`src/rtl/png_unf_pkg.sv`:
```
package png_unf_pkg;

	typedef enum logic [2:0] {
		FILT_NONE  = 3'd0,
		FILT_SUB   = 3'd1,
		FILT_UP    = 3'd2,
		FILT_AVG   = 3'd3,
		FILT_PAETH = 3'd4
	} filt_t;

	typedef enum logic [1:0] {
		REG_PIXELS_PER_ROW = 2'd0,
		REG_ROW_COUNT      = 2'd1,
		REG_WITH_ALPHA     = 2'd2
	} reg_idx_t;

	localparam int CFG_IDX_W = 2;
	localparam int CFG_DATA_W = 16;
	localparam int PPR_W = 13;
	localparam int ROWS_W = 16;
	localparam int QUEUE_DEPTH = 4;
	localparam logic [7:0] FILT_MAX = 8'd4;
	localparam logic [7:0] ALPHA_OPAQUE = 8'hFF;

	typedef struct packed {
		logic       is_err;
		logic [7:0] data_byte;
		filt_t      filter;
		logic [1:0] chan;
		logic       first_row;
		logic       last_col;
		logic       add_alpha;
		logic       fin;
	} op_t;

	typedef struct packed {
		logic full;
		logic valid;
	} q_stat_t;

	typedef struct packed {
		logic alpha_pend;
		logic out_load;
	} back_stat_t;

	function automatic logic [7:0] paeth_pick(input logic [7:0] a, input logic [7:0] b,
			input logic [7:0] c);
		logic signed [9:0] da;
		logic signed [9:0] db;
		logic signed [9:0] dc;
		logic [9:0] pa;
		logic [9:0] pb;
		logic [9:0] pc;
		da = $signed({2'b00, b}) - $signed({2'b00, c});
		db = $signed({2'b00, a}) - $signed({2'b00, c});
		dc = da + db;
		pa = (da < 0) ? 10'(-da) : 10'(da);
		pb = (db < 0) ? 10'(-db) : 10'(db);
		pc = (dc < 0) ? 10'(-dc) : 10'(dc);
		if (pa <= pb && pa <= pc) begin
			return a;
		end
		if (pb <= pc) begin
			return b;
		end
		return c;
	endfunction

endpackage

```
`src/rtl/png_unf_queue.sv`:
```
module png_unf_queue #(
	parameter int WIDTH = 32
) (
	input  logic                 clk,
	input  logic                 arst_n,
	input  logic                 push,
	input  logic [WIDTH-1:0]     push_data,
	input  logic                 pop,
	output logic [WIDTH-1:0]     head_data,
	output png_unf_pkg::q_stat_t stat
);

	localparam int DEPTH = png_unf_pkg::QUEUE_DEPTH;
	localparam int PW = $clog2(DEPTH);
	localparam int NW = $clog2(DEPTH + 1);

	logic [WIDTH-1:0] slot_q [DEPTH];
	logic [PW-1:0]    wr_q;
	logic [PW-1:0]    rd_q;
	logic [NW-1:0]    count_q;
	logic             do_push;
	logic             do_pop;

	assign stat.full = count_q == NW'(DEPTH);
	assign stat.valid = count_q != '0;
	assign do_push = push && !stat.full;
	assign do_pop = pop && stat.valid;
	assign head_data = slot_q[rd_q];

	always_ff @(posedge clk) begin
		if (do_push) begin
			slot_q[wr_q] <= push_data;
		end
	end

	always_ff @(posedge clk or negedge arst_n) begin
		if (!arst_n) begin
			wr_q <= '0;
			rd_q <= '0;
			count_q <= '0;
		end else begin
			if (do_push) begin
				wr_q <= (wr_q == PW'(DEPTH - 1)) ? '0 : wr_q + PW'(1);
			end
			if (do_pop) begin
				rd_q <= (rd_q == PW'(DEPTH - 1)) ? '0 : rd_q + PW'(1);
			end
			if (do_push && !do_pop) begin
				count_q <= count_q + NW'(1);
			end else if (do_pop && !do_push) begin
				count_q <= count_q - NW'(1);
			end
		end
	end

endmodule

```
`config.mk`:
```
export PLATFORM = sky130hd
export DESIGN_NAME = png_unf_queue
export DESIGN_NICKNAME = d
export VERILOG_FILES = /design/src/rtl/png_unf_pkg.sv /design/src/rtl/png_unf_queue.sv
export SDC_FILE = /design/constraint.sdc
export NUM_CORES = 1
export LEC_CHECK = 0
export BUFFER_PORTS_ARGS = -buffer_cell sky130_fd_sc_hd__buf_4
export CORE_AREA = 2 2 108 110
export DETAILED_ROUTE_END_ITERATION = 7
export DIE_AREA = 0 0 110 112
export GPL_TIMING_DRIVEN = 1
export PLACE_DENSITY = 0.66
export SLEW_MARGIN = 20
export SYNTH_ARGS = -nofsm -noshare
export SYNTH_HDL_FRONTEND = slang
export SYNTH_SLANG_ARGS = --single-unit
```
`constraint.sdc`:
```
create_clock -name clk -period 3.7 [get_ports clk]
set_clock_uncertainty 0.05 [all_clocks]
set_input_delay 0.37 -clock clk [delete_from_list [all_inputs] [get_ports clk]]
set_output_delay 0.37 -clock clk [all_outputs]
set_load 0.05 [all_outputs]
```
# ---- After elaboration in Yosys (flattened, before gate mapping)
# Memories as Yosys holds them, arrays and structs flattened.
# Cells that the tools add are included.
dict set report word_totals {
  regBits 7
  ram_bits 128
  input_bits 36
  out_inout_bits 34
  wordCells 26
  memories 1
}
# name words word_bits read_ports rd_clocked_by_memory_dff write_ports line_no
set memory_table {}
lappend memory_table {slot_q 4 32 1 0 1 png_unf_queue.sv:17} ;# logic [WIDTH-1:0] slot_q [DEPTH];
dict set report op_classes {
  addsub 4
  eq_ne 3
  muxes 6
  reduce_logical 9
}
# operator count
set ops {}
lappend ops {{3-bit two-way mux} 2}
lappend ops {{2-bit by 1-bit adder with 2-bit output, second input constant} 2}
lappend ops {{2-bit equality test, second input constant} 2}
lappend ops {{1-bit logical AND} 4}
lappend ops {{2-bit two-way mux} 2}
lappend ops {{3-bit by 1-bit adder with 3-bit output, second input constant} 1}
lappend ops {{3-bit equality test, second input constant} 1}
lappend ops {{1-bit zero test} 3}
lappend ops {{3-bit nonzero test} 1}
lappend ops {{3-bit by 1-bit subtractor with 3-bit output, second input constant} 1}
lappend ops {{1-bit two-way mux} 2}
lappend ops {{2-bit nonzero test} 1}

# ---- Longest topological paths before layout
dict set report logic_depth {
  ltp_word 7
  depth_mapped 9
  depth_no_buf 8
}

# ---- Worst setup path before layout
# Ideal clock, no wire load.
dict set report synth_timing {
  path_type {reg2reg}
  startpoint {register count_q[0]}
  endpoint {register count_q[1]}
  setup_ps 125
  t_arrival_ps 2350
  required_time_ps 3525
  slack_ps 1176
  path_stages_with_launch 8
  n_path_buf 1
  period_less_slack_ps 2524
  path_cell_list {dfrtp_1 -> nor3b_2 -> nor2b_1 -> buf_6 -> ha_1 -> inv_1 -> fa_1 -> mux2_2}
}
# item line_no
set synth_lines {}
lappend synth_lines {{start, declared} png_unf_queue.sv:20} ;# logic [NW-1:0] count_q;
lappend synth_lines {{start signal, assigned} png_unf_queue.sv:49} ;# count_q <= count_q + NW'(1);
lappend synth_lines {{start signal, assigned} png_unf_queue.sv:51} ;# count_q <= count_q - NW'(1);

# ---- Worst setup path after layout
dict set report layout_timing {
  startpoint {register rd_q[0]}
  endpoint {output head_data[25]}
}
dict set report layout_via {
  elab_chain_len 1
}
# item line_no
set layout_lines {}
lappend layout_lines {{start, declared} png_unf_queue.sv:19} ;# logic [PW-1:0] rd_q;
lappend layout_lines {{start signal, assigned} png_unf_queue.sv:46} ;# rd_q <= (rd_q == PW'(DEPTH - 1)) ? '0 : rd_q + PW'(1);
lappend layout_lines {{memory 4 x 32 bit} -}
lappend layout_lines {{end, declared} png_unf_queue.sv:9} ;# output logic [WIDTH-1:0] head_data,
# Every way passes these cells.

==> impl_metrics.py <==
metrics = {
    "run_status": {
        "status": "finished clean",
    },
    "global_routing": {
        "antenna_found_initial": 0,
        "top_usage_layer": "met2",
        "grt_use_met3_pct": 6.09,
        "met1_usage_pct": 19.3,
        "grt_pass1_vias": 2379,
        "grt_pass1_wl_mm": 12.8,
        "met2_usage_pct": 22.0,
        "grt_overflow": 0,
        "grt_usage_pct": 14.8,
        "grt_max_degree": 35,
    },
    "min_path": {
        "hold_class": "in2reg",
    },
    "placed_design": {
        "gp_congestion": 0.653,
        "placed_area_um2": 5740,
        "dp_cells": 410,
        "dp_hpwl_mm": 4.74,
        "io_buffer_count": 69,
    },
    "timing": {
        "min_period_ns": 2.65,
        "report.final.slew_viol_count": 0,
        "fin_tns_setup_ns": 0,
        "rsz0062_at_grt": "no",
        "fmax_mhz": 378,
        "worstMarginPinSlew_ns": 0.905,
        "setup_viol": 0,
        "fin_crit_sh_pct": 71.6,
        "max_slew_margin_pct": 39.6,
        "final_hold_viol_count": 0,
        "holdWs_ns": 0.108,
    },
    "final_layout": {
        "final_cell_mix": "128 x edfxtp_1, 71 x buf_4, 28 x mux4_2, 17 x clkbuf_16, 6 x ha_1",
        "final_layout_size_suffix_gt1_share_pct": 48.0,
        "final_common_cell": "edfxtp_1",
        "n_antenna_cell": 0,
        "nNetsFinal": 330,
        "final_area_um2": 6330,
        "stdcell_count": 443,
        "area_growth_pct": 23.6,
    },
    "setup_path": {
        "path_max_fanout": 15,
        "path_class": "reg2out",
        "cp_slowest_cell": "dfrtp_2",
        "cpPeakStageDelay_ns": 0.68,
        "required_ns": 3.28,
        "cpMostUsedCell": "buf_4",
        "crit_arrival_ns": 2.23,
        "cp_cell_sequence": "buf_4, mux4_1, buf_4",
        "cp-end-kind": "output port",
        "startpoint_type": "flip-flop",
    },
    "route": {
        "avgRoutedWirePerCell_um": 18.5,
        "wl_mm": 8.19,
        "post_drt_via_cell_ratio": 5.13,
        "route.vias.total": 2273,
        "remaining_drc_errors": 0,
        "ant_nets": 0,
        "firstDrtPassIters": 4,
        "first_iter_violations": 92,
    },
    "cts": {
        "cts.sinks": 135,
        "cts_made_buffers": 17,
        "ctsHtreeMaxLevel": 4,
        "clkLatencyLatePin_ns": 0.41,
        "cts_root_buf": "clkbuf_16",
        "postCtsHoldBufs": 1,
        "clk_pin_slew_ns": 0.06,
        "cts_tree": "yes",
        "clk_path_buf_depth": 2,
        "cts_setup_buffers": 0,
        "cts_resized": 0,
    },
    "synthesis": {
        "syn_avg_cell_area_um2": 25.0,
        "seq_area_frac_synth_pct": 78.4,
        "yosysWarnings": 0,
        "synth_area_leaders": "edfxtp_1 75%, mux4_2 12%, dfrtp_1 3.4%",
        "syn-instance-count": 205,
        "synth_top_area_share_pct": 75.0,
        "yosysUniqueCellTypes": 21,
        "synth_top_area_cell": "edfxtp_1",
        "syn_area_um2": 5120,
        "synth-seq-cells": 135,
        "syn_nets": 248,
    },
    "die": {
        "dieHeight_um": 112,
        "row_count": 39,
        "die_area_um2": 12300,
        "io_pins": 70,
        "core_area_um2": 11200,
        "start_util_pct": 45.9,
        "fp.dieW_um": 110,
    },
    "power": {
        "p_per_area_nw_per_um2": 952,
        "leakage_nw": 2.23,
        "worst_ir_drop_vdd_mv": 0.485,
        "finalPower_mw": 6.03,
    },
    "job": {
        "max-cap-violations": 0,
    },
}
-- flip-flops by register name (all words and copies together) (netlist names) --
| signal | count |
|---|---|
| slot_q | 128 |
| wr_q | 2 |
| count_q | 3 |
| rd_q | 2 |
-- path summary, 6_finish.rpt --
check,start,to,slack (ns),cells after the start
min in group asynchronous,arst_n,wr_q[1],0.25,2
worst max-delay path,rd_q[0],head_data[25],1.05,3
worst max register to register,count_q[2],slot_q[1][16],1.43,3
max in group asynchronous,arst_n,rd_q[0],3.21,2
worst min-delay path,push_data[23],slot_q[3][23],0.11,1
worst min register to register,count_q[2],count_q[2],0.44,1
-- area by class of cell --
cell class / count / area (µm²)
inverters: 3 / 11.3
fillers: 866 / 4840
multi-input cells: 58 / 998
flip-flops and latches: 135 / 4020
repair buffers: 72 / 543
well taps: 143 / 179
clock buffers: 18 / 429
clock inverters: 14 / 151
-- report_power, final --
| group | total (mW) | internal (mW) | switching, mW |
|---|---|---|---|
| Combinational | 2.17 | 0.811 | 1.36 |
| Sequential | 2.24 | 2.03 | 0.212 |
| Clock | 1.61 | 0.997 | 0.618 |
| Total | 6.03 | 3.84 | 2.19 |
-- cells by family (layout without fill, tap and decap cells) --
kind of cell | count (synthesis) | after routing | synth area share [%]
flops | 135 | 135 | 78.4
mux | 37 | 37 | 15.6
buf+inv | 12 | 107 | 2.20
simple gates | 11 | 11 | 1.42
fa+ha+maj | 7 | 7 | 1.86
xor+xnor | 3 | 3 | 0.513
-- Yosys cell counts --
cell type	instances
clkbuf_1	1
buf_12	3
buf_2	3
inv_1	3
mux2_4	2
fa_1	1
dfrtp_1	7
mux4_2	28
or3_4	1
xnor2_1	1
ha_1	6
xor2_1	2
mux4_1	4
nor2b_1	1
nand2_2	1
mux2_2	3
and2_1	4
edfxtp_1	128
nor3b_2	1
buf_6	2
nor2_1	3
-- worst max-delay path: cells and delay by family (launching register included) --
kind / cells / cell delay (ns)
buf+inv: 2 / 0.53
mux: 1 / 0.60
flops: 1 / 0.68
-- per-layer routing --
layer | vias up | share of wire [%]
li1 | 1026 | -
met1 | 1186 | 44
met2 | 50 | 49
met3 | 11 | 5.4
met4 | 0 | 1.6
met5 | - | 0
-- stage by stage --
step                      utilization [%]  setup WS (ns)
after floorplan                         -           1.18
after global placement               51.4           1.45
after detailed placement             51.4           1.38
after CTS                            56.7          0.975
after global routing                 56.7          0.880
final                                56.7           1.05
Power figures use the tool's default switching activity.
