<file path="src/rtl/png_unf_pkg.sv">
package png_unf_pkg;

	typedef enum logic [2:0] {
		FILT_NONE  = 3'd0,
		FILT_SUB   = 3'd1,
		FILT_UP    = 3'd2,
		FILT_AVG   = 3'd3,
		FILT_PAETH = 3'd4
	} filt_t;

	typedef enum logic [1:0] {
		REG_PIXELS_PER_ROW = 2'd0,
		REG_ROW_COUNT      = 2'd1,
		REG_WITH_ALPHA     = 2'd2
	} reg_idx_t;

	localparam int CFG_IDX_W = 2;
	localparam int CFG_DATA_W = 16;
	localparam int PPR_W = 13;
	localparam int ROWS_W = 16;
	localparam int QUEUE_DEPTH = 4;
	localparam logic [7:0] FILT_MAX = 8'd4;
	localparam logic [7:0] ALPHA_OPAQUE = 8'hFF;

	typedef struct packed {
		logic       is_err;
		logic [7:0] data_byte;
		filt_t      filter;
		logic [1:0] chan;
		logic       first_row;
		logic       last_col;
		logic       add_alpha;
		logic       fin;
	} op_t;

	typedef struct packed {
		logic full;
		logic valid;
	} q_stat_t;

	typedef struct packed {
		logic alpha_pend;
		logic out_load;
	} back_stat_t;

	function automatic logic [7:0] paeth_pick(input logic [7:0] a, input logic [7:0] b,
			input logic [7:0] c);
		logic signed [9:0] da;
		logic signed [9:0] db;
		logic signed [9:0] dc;
		logic [9:0] pa;
		logic [9:0] pb;
		logic [9:0] pc;
		da = $signed({2'b00, b}) - $signed({2'b00, c});
		db = $signed({2'b00, a}) - $signed({2'b00, c});
		dc = da + db;
		pa = (da < 0) ? 10'(-da) : 10'(da);
		pb = (db < 0) ? 10'(-db) : 10'(db);
		pc = (dc < 0) ? 10'(-dc) : 10'(dc);
		if (pa <= pb && pa <= pc) begin
			return a;
		end
		if (pb <= pc) begin
			return b;
		end
		return c;
	endfunction

endpackage

</file>
<file path="src/rtl/png_unf_front.sv">
module png_unf_front #(
	parameter int MAX_WIDTH = 4096,
	parameter int MAX_HEIGHT_BITS = 16
) (
	input  logic                                clk,
	input  logic                                arst_n,
	input  logic                                cfg_valid,
	output logic                                cfg_ready,
	input  logic [png_unf_pkg::CFG_IDX_W-1:0]   cfg_index,
	input  logic [png_unf_pkg::CFG_DATA_W-1:0]  cfg_data,
	input  logic                                s_valid,
	output logic                                s_ready,
	input  logic [7:0]                          s_data,
	input  png_unf_pkg::q_stat_t                q_stat,
	output logic                                push,
	output png_unf_pkg::op_t                    push_op,
	output logic [$clog2(MAX_WIDTH*4)-1:0]      push_col
);

	localparam int CW = $clog2(MAX_WIDTH * 4);
	localparam int XW = (CW + 1 > png_unf_pkg::PPR_W) ? CW + 1 : png_unf_pkg::PPR_W;
	localparam int HB = MAX_HEIGHT_BITS;
	localparam int RW = (HB > png_unf_pkg::ROWS_W) ? HB : png_unf_pkg::ROWS_W;
	localparam logic [XW-1:0] MAXW_X = XW'(MAX_WIDTH);
	localparam logic [RW-1:0] LIM_X = RW'((64'd1 << HB) - 64'd1);

	logic [png_unf_pkg::PPR_W-1:0]  ppr_q;
	logic [png_unf_pkg::ROWS_W-1:0] rows_q;
	logic                           alpha_q;

	logic [CW-1:0]              col_q;
	logic [1:0]                 chan_q;
	logic [HB-1:0]              row_q;
	png_unf_pkg::filt_t         filter_q;
	logic                       await_q;
	logic                       err_q;
	logic                       done_q;

	logic [XW-1:0] ppr_x;
	logic [XW-1:0] w_x;
	logic [XW-1:0] stride_x;
	logic [XW-1:0] col_x;
	logic [XW-1:0] col_eff_x;
	logic [CW-1:0] col_eff;
	logic [RW-1:0] rc_x;
	logic [RW-1:0] rows_x;
	logic [RW-1:0] row_x;
	logic [RW:0]   row_next_x;
	logic          past_end;
	logic          last_row;
	logic          last_col;
	logic [1:0]    ch_last;
	logic [1:0]    chan_eff;
	logic          last_chan;
	logic          is_err;
	logic          take;

	assign cfg_ready = 1'b1;

	always_ff @(posedge clk or negedge arst_n) begin
		if (!arst_n) begin
			ppr_q <= png_unf_pkg::PPR_W'(1);
			rows_q <= png_unf_pkg::ROWS_W'(1);
			alpha_q <= 1'b1;
		end else if (cfg_valid) begin
			unique case (cfg_index)
				png_unf_pkg::REG_PIXELS_PER_ROW: ppr_q <= cfg_data[png_unf_pkg::PPR_W-1:0];
				png_unf_pkg::REG_ROW_COUNT: rows_q <= cfg_data[png_unf_pkg::ROWS_W-1:0];
				png_unf_pkg::REG_WITH_ALPHA: alpha_q <= cfg_data[0];
				default: ;
			endcase
		end
	end

	always_comb begin
		ppr_x = XW'(ppr_q);
		if (ppr_x == '0) begin
			w_x = XW'(1);
		end else if (ppr_x > MAXW_X) begin
			w_x = MAXW_X;
		end else begin
			w_x = ppr_x;
		end
		stride_x = alpha_q ? (w_x << 2) : ((w_x << 1) + w_x);

		rc_x = RW'(rows_q);
		rows_x = (rc_x > LIM_X) ? LIM_X : rc_x;
		if (rows_x == '0) begin
			rows_x = RW'(1);
		end
		row_x = RW'(row_q);
		past_end = row_x >= rows_x;
		row_next_x = {1'b0, row_x} + (RW + 1)'(1);
		last_row = row_next_x >= {1'b0, rows_x};

		col_x = XW'(col_q);
		col_eff_x = (col_x >= stride_x) ? stride_x - XW'(1) : col_x;
		col_eff = col_eff_x[CW-1:0];
		last_col = col_eff_x == stride_x - XW'(1);

		ch_last = alpha_q ? 2'd3 : 2'd2;
		chan_eff = (chan_q > ch_last) ? ch_last : chan_q;
		last_chan = chan_eff == ch_last;

		is_err = err_q || done_q || past_end || (await_q && s_data > png_unf_pkg::FILT_MAX);
	end

	assign s_ready = !q_stat.full;
	assign take = s_valid && s_ready;
	assign push = take && (is_err || !await_q);

	always_comb begin
		push_op.is_err = is_err;
		push_op.data_byte = s_data;
		push_op.filter = filter_q;
		push_op.chan = chan_eff;
		push_op.first_row = row_q == '0;
		push_op.last_col = last_col;
		push_op.add_alpha = !alpha_q && last_chan;
		push_op.fin = last_col && last_row;
	end
	assign push_col = col_eff;

	always_ff @(posedge clk or negedge arst_n) begin
		if (!arst_n) begin
			col_q <= '0;
			chan_q <= '0;
			row_q <= '0;
			filter_q <= png_unf_pkg::FILT_NONE;
			await_q <= 1'b1;
			err_q <= 1'b0;
			done_q <= 1'b0;
		end else if (take) begin
			if (is_err) begin
				err_q <= 1'b1;
			end else if (await_q) begin
				filter_q <= png_unf_pkg::filt_t'(s_data[2:0]);
				await_q <= 1'b0;
			end else if (last_col) begin
				col_q <= '0;
				chan_q <= '0;
				await_q <= 1'b1;
				if (last_row) begin
					done_q <= 1'b1;
				end
				row_q <= row_q + HB'(1);
			end else begin
				col_q <= col_eff + CW'(1);
				chan_q <= last_chan ? 2'd0 : chan_eff + 2'd1;
			end
		end
	end

endmodule

</file>
<file path="config.mk">
export PLATFORM = sky130hd
export DESIGN_NAME = png_unf_front
export DESIGN_NICKNAME = d
export VERILOG_FILES = /design/src/rtl/png_unf_pkg.sv /design/src/rtl/png_unf_front.sv
export SDC_FILE = /design/constraint.sdc
export NUM_CORES = 1
export LEC_CHECK = 0
export BUFFER_PORTS_ARGS = -buffer_cell sky130_fd_sc_hd__buf_2
export CORE_MARGIN = 10
export CORE_UTILIZATION = 56
export CTS_BUF_LIST = sky130_fd_sc_hd__clkbuf_2
export DETAILED_ROUTE_END_ITERATION = 10
export GPL_TIMING_DRIVEN = 0
export PLACE_DENSITY = 0.79
export SYNTH_ARGS = -nofsm -noshare
export SYNTH_HDL_FRONTEND = slang
export SYNTH_SLANG_ARGS = --single-unit
</file>
<file path="constraint.sdc">
create_clock -name clk -period 8 [get_ports clk]
set_clock_uncertainty 0.05 [all_clocks]
set_input_delay 0.4 -clock clk [delete_from_list [all_inputs] [get_ports clk]]
set_output_delay 0.4 -clock clk [all_outputs]
set_load 0.005 [all_outputs]
</file>
==> Yosys cells after proc, flatten, opt, wreduce, memory -nomap -nowiden <==
Index checks and enable logic that the tools add are counted.
Widths: inputs -> output; s select.
{ "word_totals": {"n_memories": 0, "out_inout_bits": 35, "mem_bits_ro": 0, "regBits": 68, "elab_cells": 67, "latch_bits": 0, "mem_bits_rw": 0} }
{ "classes": {"shift": 0, "n_eq_ne": 4, "n_reduce_logical": 25, "mul": 0, "mux": 13, "n_addsub": 6, "magnitude_cmp": 7, "div_mod_pow": 0, "bitwise_logic": 2} }
{ "op_table": {"columns": ["operator", "n"], "rows": [
  ["$logic_not 16->1", 2],
  ["$mux 16", 2],
  ["$mux 15", 2],
  ["$mux 13", 2],
  ["$add 16x1->17 const B", 1],
  ["$ge 17x16->1", 1],
  ["$add 16x1->16 const B", 1],
  ["$ge 16x16->1", 1],
  ["$gt 16x16->1 const B", 1],
  ["$add 15x15->15", 1],
  ["$eq 15x15->1", 1],
  ["$ge 14x15->1", 1],
  ["$sub 15x1->15 const B", 1],
  ["$add 14x1->14 const B", 1],
  ["$mux 14", 1],
  ["$gt 13x13->1 const B", 1],
  ["$logic_not 13->1", 1],
  ["$reduce_and 2->1", 5],
  ["$gt 8x3->1 const B", 1],
  ["$mux 2", 3],
  ["$reduce_and 3->1", 2],
  ["$logic_and 1x1->1", 5],
  ["$reduce_and 5->1", 1],
  ["$logic_or 1x1->1", 4],
  ["other kinds (10)", 15]
]} }

==> Depth between registers and ports, before layout <==
Gate-level depths: netlist (run 1).
{ "depth": {"ltp_word": 10, "ltp_mapped": 34, "ltp_nobuf": 29} }

==> Worst setup path after synthesis (run 1) <==
OpenSTA, ideal clock, no wires.
{ "synth_path": {"kind": "register -> register", "start": "register ppr_q[9] (netlist bit)", "end": "register col_q[12]", "stages_incl_launch_ff": 34, "setup_slack_ns": 0.400, "arrival_time_ns": 7.429, "n_path_buf": 5, "cell_sequence": "dfrtp_1 > buf_6 > or4_4 > o41a_1 > inv_1 > ha_1 > ha_1 > buf_2 > o21a_1 > o221ai_1 > a221oi_1 > mux2i_1 > and3_1 > buf_2 > inv_1 > ha_1 > or3_1 > a221oi_1 > o21ai_0 > a221oi_1 > maj3_1 > a2111oi_4 > o31ai_1 > buf_2 > buf_2 > nand2_1 > o21ai_0 > ha_1 > nand2_1 > or4_1 > o21ai_1 > nand3_1 > xnor2_1 > a22o_1"} }
{ "synth_via": {"elab_chain_len": 9, "elab_cells_between_ends": 12, "classes_between": "add/sub (3); order compare (2); eq/ne (1); mux (5); reduce/logical (1)"} }
{ "synth_lines": {"columns": ["element", "line", "text"], "rows": [
  ["from (decl)", "png_unf_front.sv:27", "logic [png_unf_pkg::PPR_W-1:0] ppr_q;"],
  ["from (signal assigned)", "png_unf_front.sv:62", "ppr_q <= png_unf_pkg::PPR_W'(1);"],
  ["from (signal assigned)", "png_unf_front.sv:67", "png_unf_pkg::REG_PIXELS_PER_ROW: ppr_q <= cfg_data[png_unf_pkg::PPR_W-1:0];"],
  ["$gt 13x13->1", "png_unf_front.sv:79", "end else if (ppr_x > MAXW_X) begin"],
  ["$mux 13", "png_unf_front.sv:79", null],
  ["$mux 13 (*)", "png_unf_front.sv:77", "if (ppr_x == '0) begin"],
  ["$add 15x15->15", "png_unf_front.sv:84", "stride_x = alpha_q ? (w_x << 2) : ((w_x << 1) + w_x);"],
  ["$mux 15 (*)", "png_unf_front.sv:84", null],
  ["$sub 15x1->15 or $ge 14x15->1 (tied branches)", "png_unf_front.sv:97", "col_eff_x = (col_x >= stride_x) ? stride_x - XW'(1) : col_x;"],
  ["$mux 15 (*)", "png_unf_front.sv:97", null],
  ["named net push_col[0]", "png_unf_front.sv:17", "output logic [$clog2(MAX_WIDTH*4)-1:0] push_col"],
  ["$add 14x1->14 or $eq 15x15->1 (tied branches)", "png_unf_front.sv:148, png_unf_front.sv:99", null],
  ["$mux 14 (*)", "png_unf_front.sv:139", "end else if (last_col) begin"],
  ["to (signal assigned)", "png_unf_front.sv:148", "col_q <= col_eff + CW'(1);"],
  ["to (decl)", "png_unf_front.sv:31", "logic [CW-1:0] col_q;"]
]} }
Mark *: on every way through the listed nets, which the timed path passes. The rest lies on a longest branch.
A chain may end at the register's enable or synchronous reset.

==> Final worst setup path (run 1) <==
{ "layout_path": {"start": "register ppr_q[3] (netlist bit)", "end": "register col_q[12]"} }
{ "layout_via": {"elab_chain_len": 9, "elab_cells_between_ends": 12, "classes_between": "add/sub (3); order compare (2); eq/ne (1); mux (5); reduce/logical (1)"} }
{ "layout_lines": {"columns": ["element", "line"], "rows": [
  ["$gt 13x13->1", "png_unf_front.sv:79"],
  ["$mux 13", "png_unf_front.sv:79"],
  ["$mux 13 (*)", "png_unf_front.sv:77"],
  ["$add 15x15->15", "png_unf_front.sv:84"],
  ["$mux 15 (*)", "png_unf_front.sv:84"],
  ["$sub 15x1->15 or $ge 14x15->1 (tied branches)", "png_unf_front.sv:97, png_unf_front.sv:99"],
  ["$mux 15", "png_unf_front.sv:97"],
  ["$add 14x1->14 or $eq 15x15->1 (tied branches)", "png_unf_front.sv:148, png_unf_front.sv:99"],
  ["$mux 14 (*)", "png_unf_front.sv:139"]
]} }
Every way passes the cells marked *; elsewhere a longest branch is shown, timed or not.

==> metrics, run 1 <==
Final Setup Violations 0; per-cell routed wire length ~19 um; First DRT Iteration DRCs 513; Yosys top cell area share 24.6%; Die Height ~130 um; GPL Wtd Cong about 0.95; Mapped Cells 747; Nets a little over 900; Hold Path Origin cfg_data[13]; Crit. Startpoint ppr_q[3]; Initial Util between 50 and 60%; site row count 39; Slew Viols, Final 0; clock sink count roughly 70; pre-CTS WS -746 ps; share of post-route cells with drive strength above 1 a little under a quarter; slack of the critical path 369 ps; Worst-path clk slew about 210 ps; I/O pins between 60 and 70; worst-skew pair later-pin latency roughly 540 ps; first-pass GRT wire length around 30,000 um; Post-synth top cells 64 x dfrtp_1, 64 x nand2_1, 52 x ha_1, 43 x o21ai_0, 39 x nor2_1; Worst EP required between 8000 and 9000 ps; number of synthesized flops with an enable pin 0; FF-to-FF setup slack 370 ps; Placed Area between 7000 and 8000 um^2; Overall Power 1940 uW; Slew HR between 10% and 20%; CP max FO 10; die width 128 um; Worst EP arrival between 7000 and 8000 ps; Routed WL about 18,000 um; synthesis warning total 0; CP max stage cell or4_1; Setup CP Type reg2reg; Power per Cell Area 269 nW/um^2; number of global-route vias before repair 5,996; Vias/cell about 6.2; largest net degree at the start of global routing 69; initial antenna violation count 0; final period utilization a little over nine tenths; dpl hpwl ~14,000 um; number of diodes 0; flops & latches, synth 68; Setup crit end kind register; DR vias a little over 6k; fin area slightly above 7000 um^2; reg2reg start ppr_q[3]; core region area about 11,000 um^2; worst-margin pin slew around 1200 ps; synthesized area around 6500 um^2; Pleak 0.00348 uW; crit path launch type register; maxcap violations 0; Peak Freq 131 MHz; clk buf depth 2; ys flop type dfrtp_1; largest stage delay on the critical path around 580 ps; fin cells 978; Inst Count DP between 900 and 1k; TritonCTS Buffers 9; status completed; Reg2Reg Depth 33; VDD IR max 0.200 mV; fin crit period approximately 7600 ps; Netlist cell types 87; Area contributors post-synth dfrtp_1 25%, ha_1 10%, mux2_2 5.4%; GRT overflow 0; DRC Markers 0; ys async rst share 100%; area grow syn2layout 10.9%; PortBufs 64; H-tree levels 3; root buffer cell clkbuf_2; CTS tree built; die footprint about 16,000 um^2; hold slack approximately 57 ps; antenna-violating nets left 0; Seq/Total Area, Yosys roughly a quarter; Avg Cell Area, Syn 8.70 um^2; drt pass-1 iters 7; FF-to-FF End col_q[12]; Synth area leader dfrtp_1; syn_nets a little over 800; Hold Fails Final Rpt 0; Worst Setup EP col_q[12]; gr usage total between 20% and 30%; Min-Delay Path Class in2reg
[metrics by stage]
stage / util (%) / TNS [ps]
after floorplan: - / 0
after global placement: 61.6 / -1730
after detailed placement: 61.6 / -2000
after CTS: 62.9 / 0
after global routing: 63.4 / -52.1
final: 63.4 / 0
[layout by cell type (no fill, tap or decap), types with 11 or more instances in the layout]
cell type,count
buf_2,75
nand2_1,64
dfrtp_1,64
ha_1,50
o21ai_0,40
nor2_1,39
inv_1,37
xnor2_1,36
mux2_2,31
nand3_1,30
buf_4,26
a21oi_1,23
a21o_1,22
xor2_1,21
and3_1,15
clkbuf_1,14
nor2b_1,13
nor4_1,13
nand2b_1,12
nor3_1,11
[layout make-up]
type / instances / area (um^2)
buffer: 51 / 300
inverter: 40 / 150
clock buffer: 10 / 50.0
multi-input combinational: 588 / 4400
timing repair buffer: 72 / 385
clock inverter: 6 / 40.0
sequential: 68 / 1710
tap: 143 / 179
fill: 986 / 4160
[sequential cells by signal (all words and copies together) (netlist names)]
signal    count
alpha_q       1
await_q       1
chan_q        2
col_q        14
done_q        1
err_q         1
filter_q      3
ppr_q        13
rc_x         16
row_q        16
[how the worst min path moves through the flow]
stage	to	slack (ps)	cells past startpoint
2_1_floorplan	chan_q[0]	50	0
3_3_place_gp	done_q	390	1
3_5_place_dp	done_q	400	1
4_1_cts	rc_x[13]	30	2
5_1_grt	rc_x[14]	1	2
6_report	rc_x[13]	60	2
[power breakdown]
part,internal (uW),switching (uW)
logic,547,698
clock network,42.2,138
registers,412,102
total,1000,937
[kinds of logic after synthesis]
group | synth area share [%]
and+or+nand+nor | 21.2
AOI/OAI and AO/OA | 20.4
buffers and inverters | 6.81
DFF | 26.3
xor gates and xnor gates | 9.14
adders and majority gates | 10.2
muxes | 5.99
other | 0.0577
[worst max-delay path, delay by kind of cell, from the launching register on]
family / cells / cell delay [ps]
XOR/XNOR: 1 / 170
buffers and inverters: 7 / 1210
adder cells (fa/ha/maj): 5 / 1050
AO/OA/AOI/OAI: 12 / 2590
multiplexers: 1 / 210
flip-flops: 1 / 400
AND/OR/NAND/NOR: 7 / 1850
[per-layer routing]
layer	track usage [%]	wire length, um
met3	4.67	1380
met4	4.83	281
met1	29.0	8030
met5	0	0
met2	36.0	8650
[timing repair]
item,in CTS,in global routing
hold buffers,1,0
setup endpoints to repair,18,13
pin swaps,3,8
gates cloned,0,0
resized for setup,8,9
hold endpoints to repair,60,0
buffers inserted,3,4
Power figures use the tool's default switching activity.
==> run 2: changes to the inputs <==
- CAP_MARGIN: unset -> 30
- PLACE_DENSITY: 0.79 -> 0.85
- SLEW_MARGIN: unset -> 5
==> run 2 against run 1 <==
  * Register-to-register slack lost 50 ps
  * Count of clock-buffer cells in the layout shrank 1
  * First-iteration DRC count grew 17%
  * Sequential power is essentially flat
  * Combinational power is essentially flat
  * Critical path depth is the same
  * Die area is the same
  * Clock power grew 21%
  * Power grew 1.4%
  * Wire length shrank 3.8%
  * Utilization grew 1.6 points
  * Critical path type unchanged
==> metrics, run 2 (same netlist as run 1, synthesis figures left out) <==
largest stage delay on the critical path 550 ps (was 580 ps); final period utilization 96.0% (was 95.4%); Setup CP Type reg2reg (unchanged); maxcap violations 0 (unchanged); die footprint 16,300 um^2 (unchanged); Worst EP arrival 8100 ps (was 7990 ps); final core occ 65.0% (was 63.4%); crit path launch type register (unchanged); area grow syn2layout 13.7% (was 10.9%); FF-to-FF setup slack 320 ps (was 370 ps); WL met2 8210 um (was 8650 um); CP max stage cell or4_4 (was or4_1); CTS tree built (unchanged); H-tree levels 3 (unchanged); Pleak 0.00354 uW (was 0.00348 uW); Nets 926 (was 914); Peak Freq 130 MHz (was 131 MHz); antenna-violating nets left 0 (unchanged); Routed WL 17,600 um (was 18,300 um); Vias/cell 6.16 (was 6.23); Power per Cell Area 266 nW/um^2 (was 269 nW/um^2); initial antenna violation count 0 (unchanged); First DRT Iteration DRCs 598 (was 513); clock sink count 68 (unchanged); Worst-path clk slew 200 ps (was 210 ps); drt pass-1 iters 5 (was 7); share of post-route cells with drive strength above 1 22.2% (was 22.6%); routed wl met3 1440 um (was 1380 um); Die Height 128 um (unchanged); Hold Path Origin cfg_data[2] (was cfg_data[13]); largest net degree at the start of global routing 69 (unchanged); first-pass GRT wire length 29,100 um (was 30,100 um); site row count 39 (unchanged); gr usage total 21.2% (was 22.0%); root buffer cell clkbuf_2 (unchanged); worst-margin pin slew 635 ps (was 1210 ps); hold depth 3 (was 2); setup TNS 0 ps (unchanged); Reg2Reg Depth 33 (unchanged); TritonCTS Buffers 9 (unchanged); Inst Count DP 956 (was 954); Setup crit end kind register (unchanged); worst-skew pair later-pin latency 570 ps (was 540 ps); per-cell routed wire length 17.8 um (was 18.7 um); number of diodes 0 (unchanged); FF-to-FF End col_q[12] (unchanged); Initial Util 57.2% (unchanged); status completed (unchanged); I/O pins 67 (unchanged); Final Setup Violations 0 (unchanged); Slew HR 57.1% (was 19.4%); Min-Delay Path Class in2reg (unchanged); CP max FO 10 (unchanged); VDD IR max 0.216 mV (was 0.200 mV); commonest non-fill, non-tap cell in the layout buf_2 (unchanged); fin crit period 7680 ps (was 7630 ps); dpl hpwl 13,400 um (was 14,200 um); commonest cells after routing, fill and taps aside 76 x buf_2, 64 x nand2_1, 63 x dfrtp_1, 50 x ha_1, 41 x o21ai_0 (was 75 x buf_2, 64 x nand2_1, 64 x dfrtp_1, 50 x ha_1, 40 x o21ai_0); GPL Wtd Cong 0.946 (was 0.947); top sig layer met4 (unchanged); Worst Hold Endpoint ppr_q[2] (was rc_x[13]); die width 128 um (unchanged); Slew Viols, Final 0 (unchanged); GRT overflow 0 (unchanged); DR vias 6,098 (was 6,092); Met1 Routed Length 7720 um (was 8030 um); number of global-route vias before repair 5,906 (was 5,996); PortBufs 64 (unchanged); Overall Power 1960 uW (was 1940 uW); clk buf depth 2 (unchanged); core region area 11,400 um^2 (unchanged); Hold Fails Final Rpt 0 (unchanged); DRC Markers 0 (unchanged); reg2reg start ppr_q[3] (unchanged); fin cells 990 (was 978); Worst EP required 8420 ps (was 8360 ps)
## run 2: changes by cell type in the layout (fill, tap and decap cells not counted), sizes merged
cell / before / now
dlygate4sd3: 1 / 14
clkinvlp: 1 / 2
bufinv: 0 / 1
clkbuf: 25 / 24
clkinv: 4 / 3
buf: 107 / 106
## run 2: final cells by class
type | instances | area, um^2
Multi-Input combinational cell | 588 | 4410
Fill cell | 899 | 3980
Sequential cell | 68 | 1710
Timing Repair Buffer | 84 | 526
Buffer | 51 | 304
Tap cell | 143 | 179
Inverter | 40 | 150
Clock inverter | 7 | 75.1
Clock buffer | 9 | 45.0
## run 2: critical path: cells and delay by family (launching register included)
kind | cells | cell delay, ps
AND/OR/NAND/NOR | 7 | 1810
AO/OA/AOI/OAI | 12 | 2710
adder cells (fa/ha/maj) | 5 | 1060
XOR/XNOR | 1 | 170
flip-flops | 1 | 400
buffers and inverters | 7 | 1160
multiplexers | 1 | 220
## run 2: layer usage
| metal | vias to the layer above | global-route usage (%) |
|---|---|---|
| li1 | 2907 | - |
| met1 | 2887 | 27.5 |
| met2 | 270 | 34.3 |
| met3 | 34 | 5.46 |
| met4 | 0 | 5.56 |
| met5 | - | 0 |
## run 2: per-stage QoR
| stage | cell area, um^2 | hold WS [ps] | setup WS (ps) |
|---|---|---|---|
| after floorplan | 6500 | 54.4 | 400 |
| after global placement | 7000 | 396 | -551 |
| after detailed placement | 7040 | 381 | -662 |
| after CTS | 7310 | 7.42 | 37.1 |
| after global routing | 7390 | 3.65 | -24.5 |
| final | 7390 | 35.8 | 320 |
## run 2: repair_timing
action,in CTS,in global routing
pin swaps,2,3
setup buffers,3,1
endpoints found under the hold margin,79,3
resized for setup,7,12
endpoints found under the setup margin,18,18
hold buffers,11,3
## run 2: how the worst max path moves through the flow
stage / slack, ps / to / startpoint / cells after the start
6_report: 320 / col_q[12] / ppr_q[3] / 33
4_1_cts: 40 / col_q[12] / ppr_q[3] / 33
3_3_place_gp: -550 / col_q[12] / ppr_q[9] / 33
3_5_place_dp: -660 / col_q[12] / ppr_q[9] / 33
5_1_grt: -20 / col_q[12] / ppr_q[3] / 33
2_1_floorplan: 400 / col_q[12] / ppr_q[9] / 33
## run 2: power by group
group          leakage, uW  switching [uW]  internal, uW
Clock            0.0000661             144          73.0
Combinational      0.00263             685           546
Sequential        0.000845             104           412
Total              0.00354             933          1030
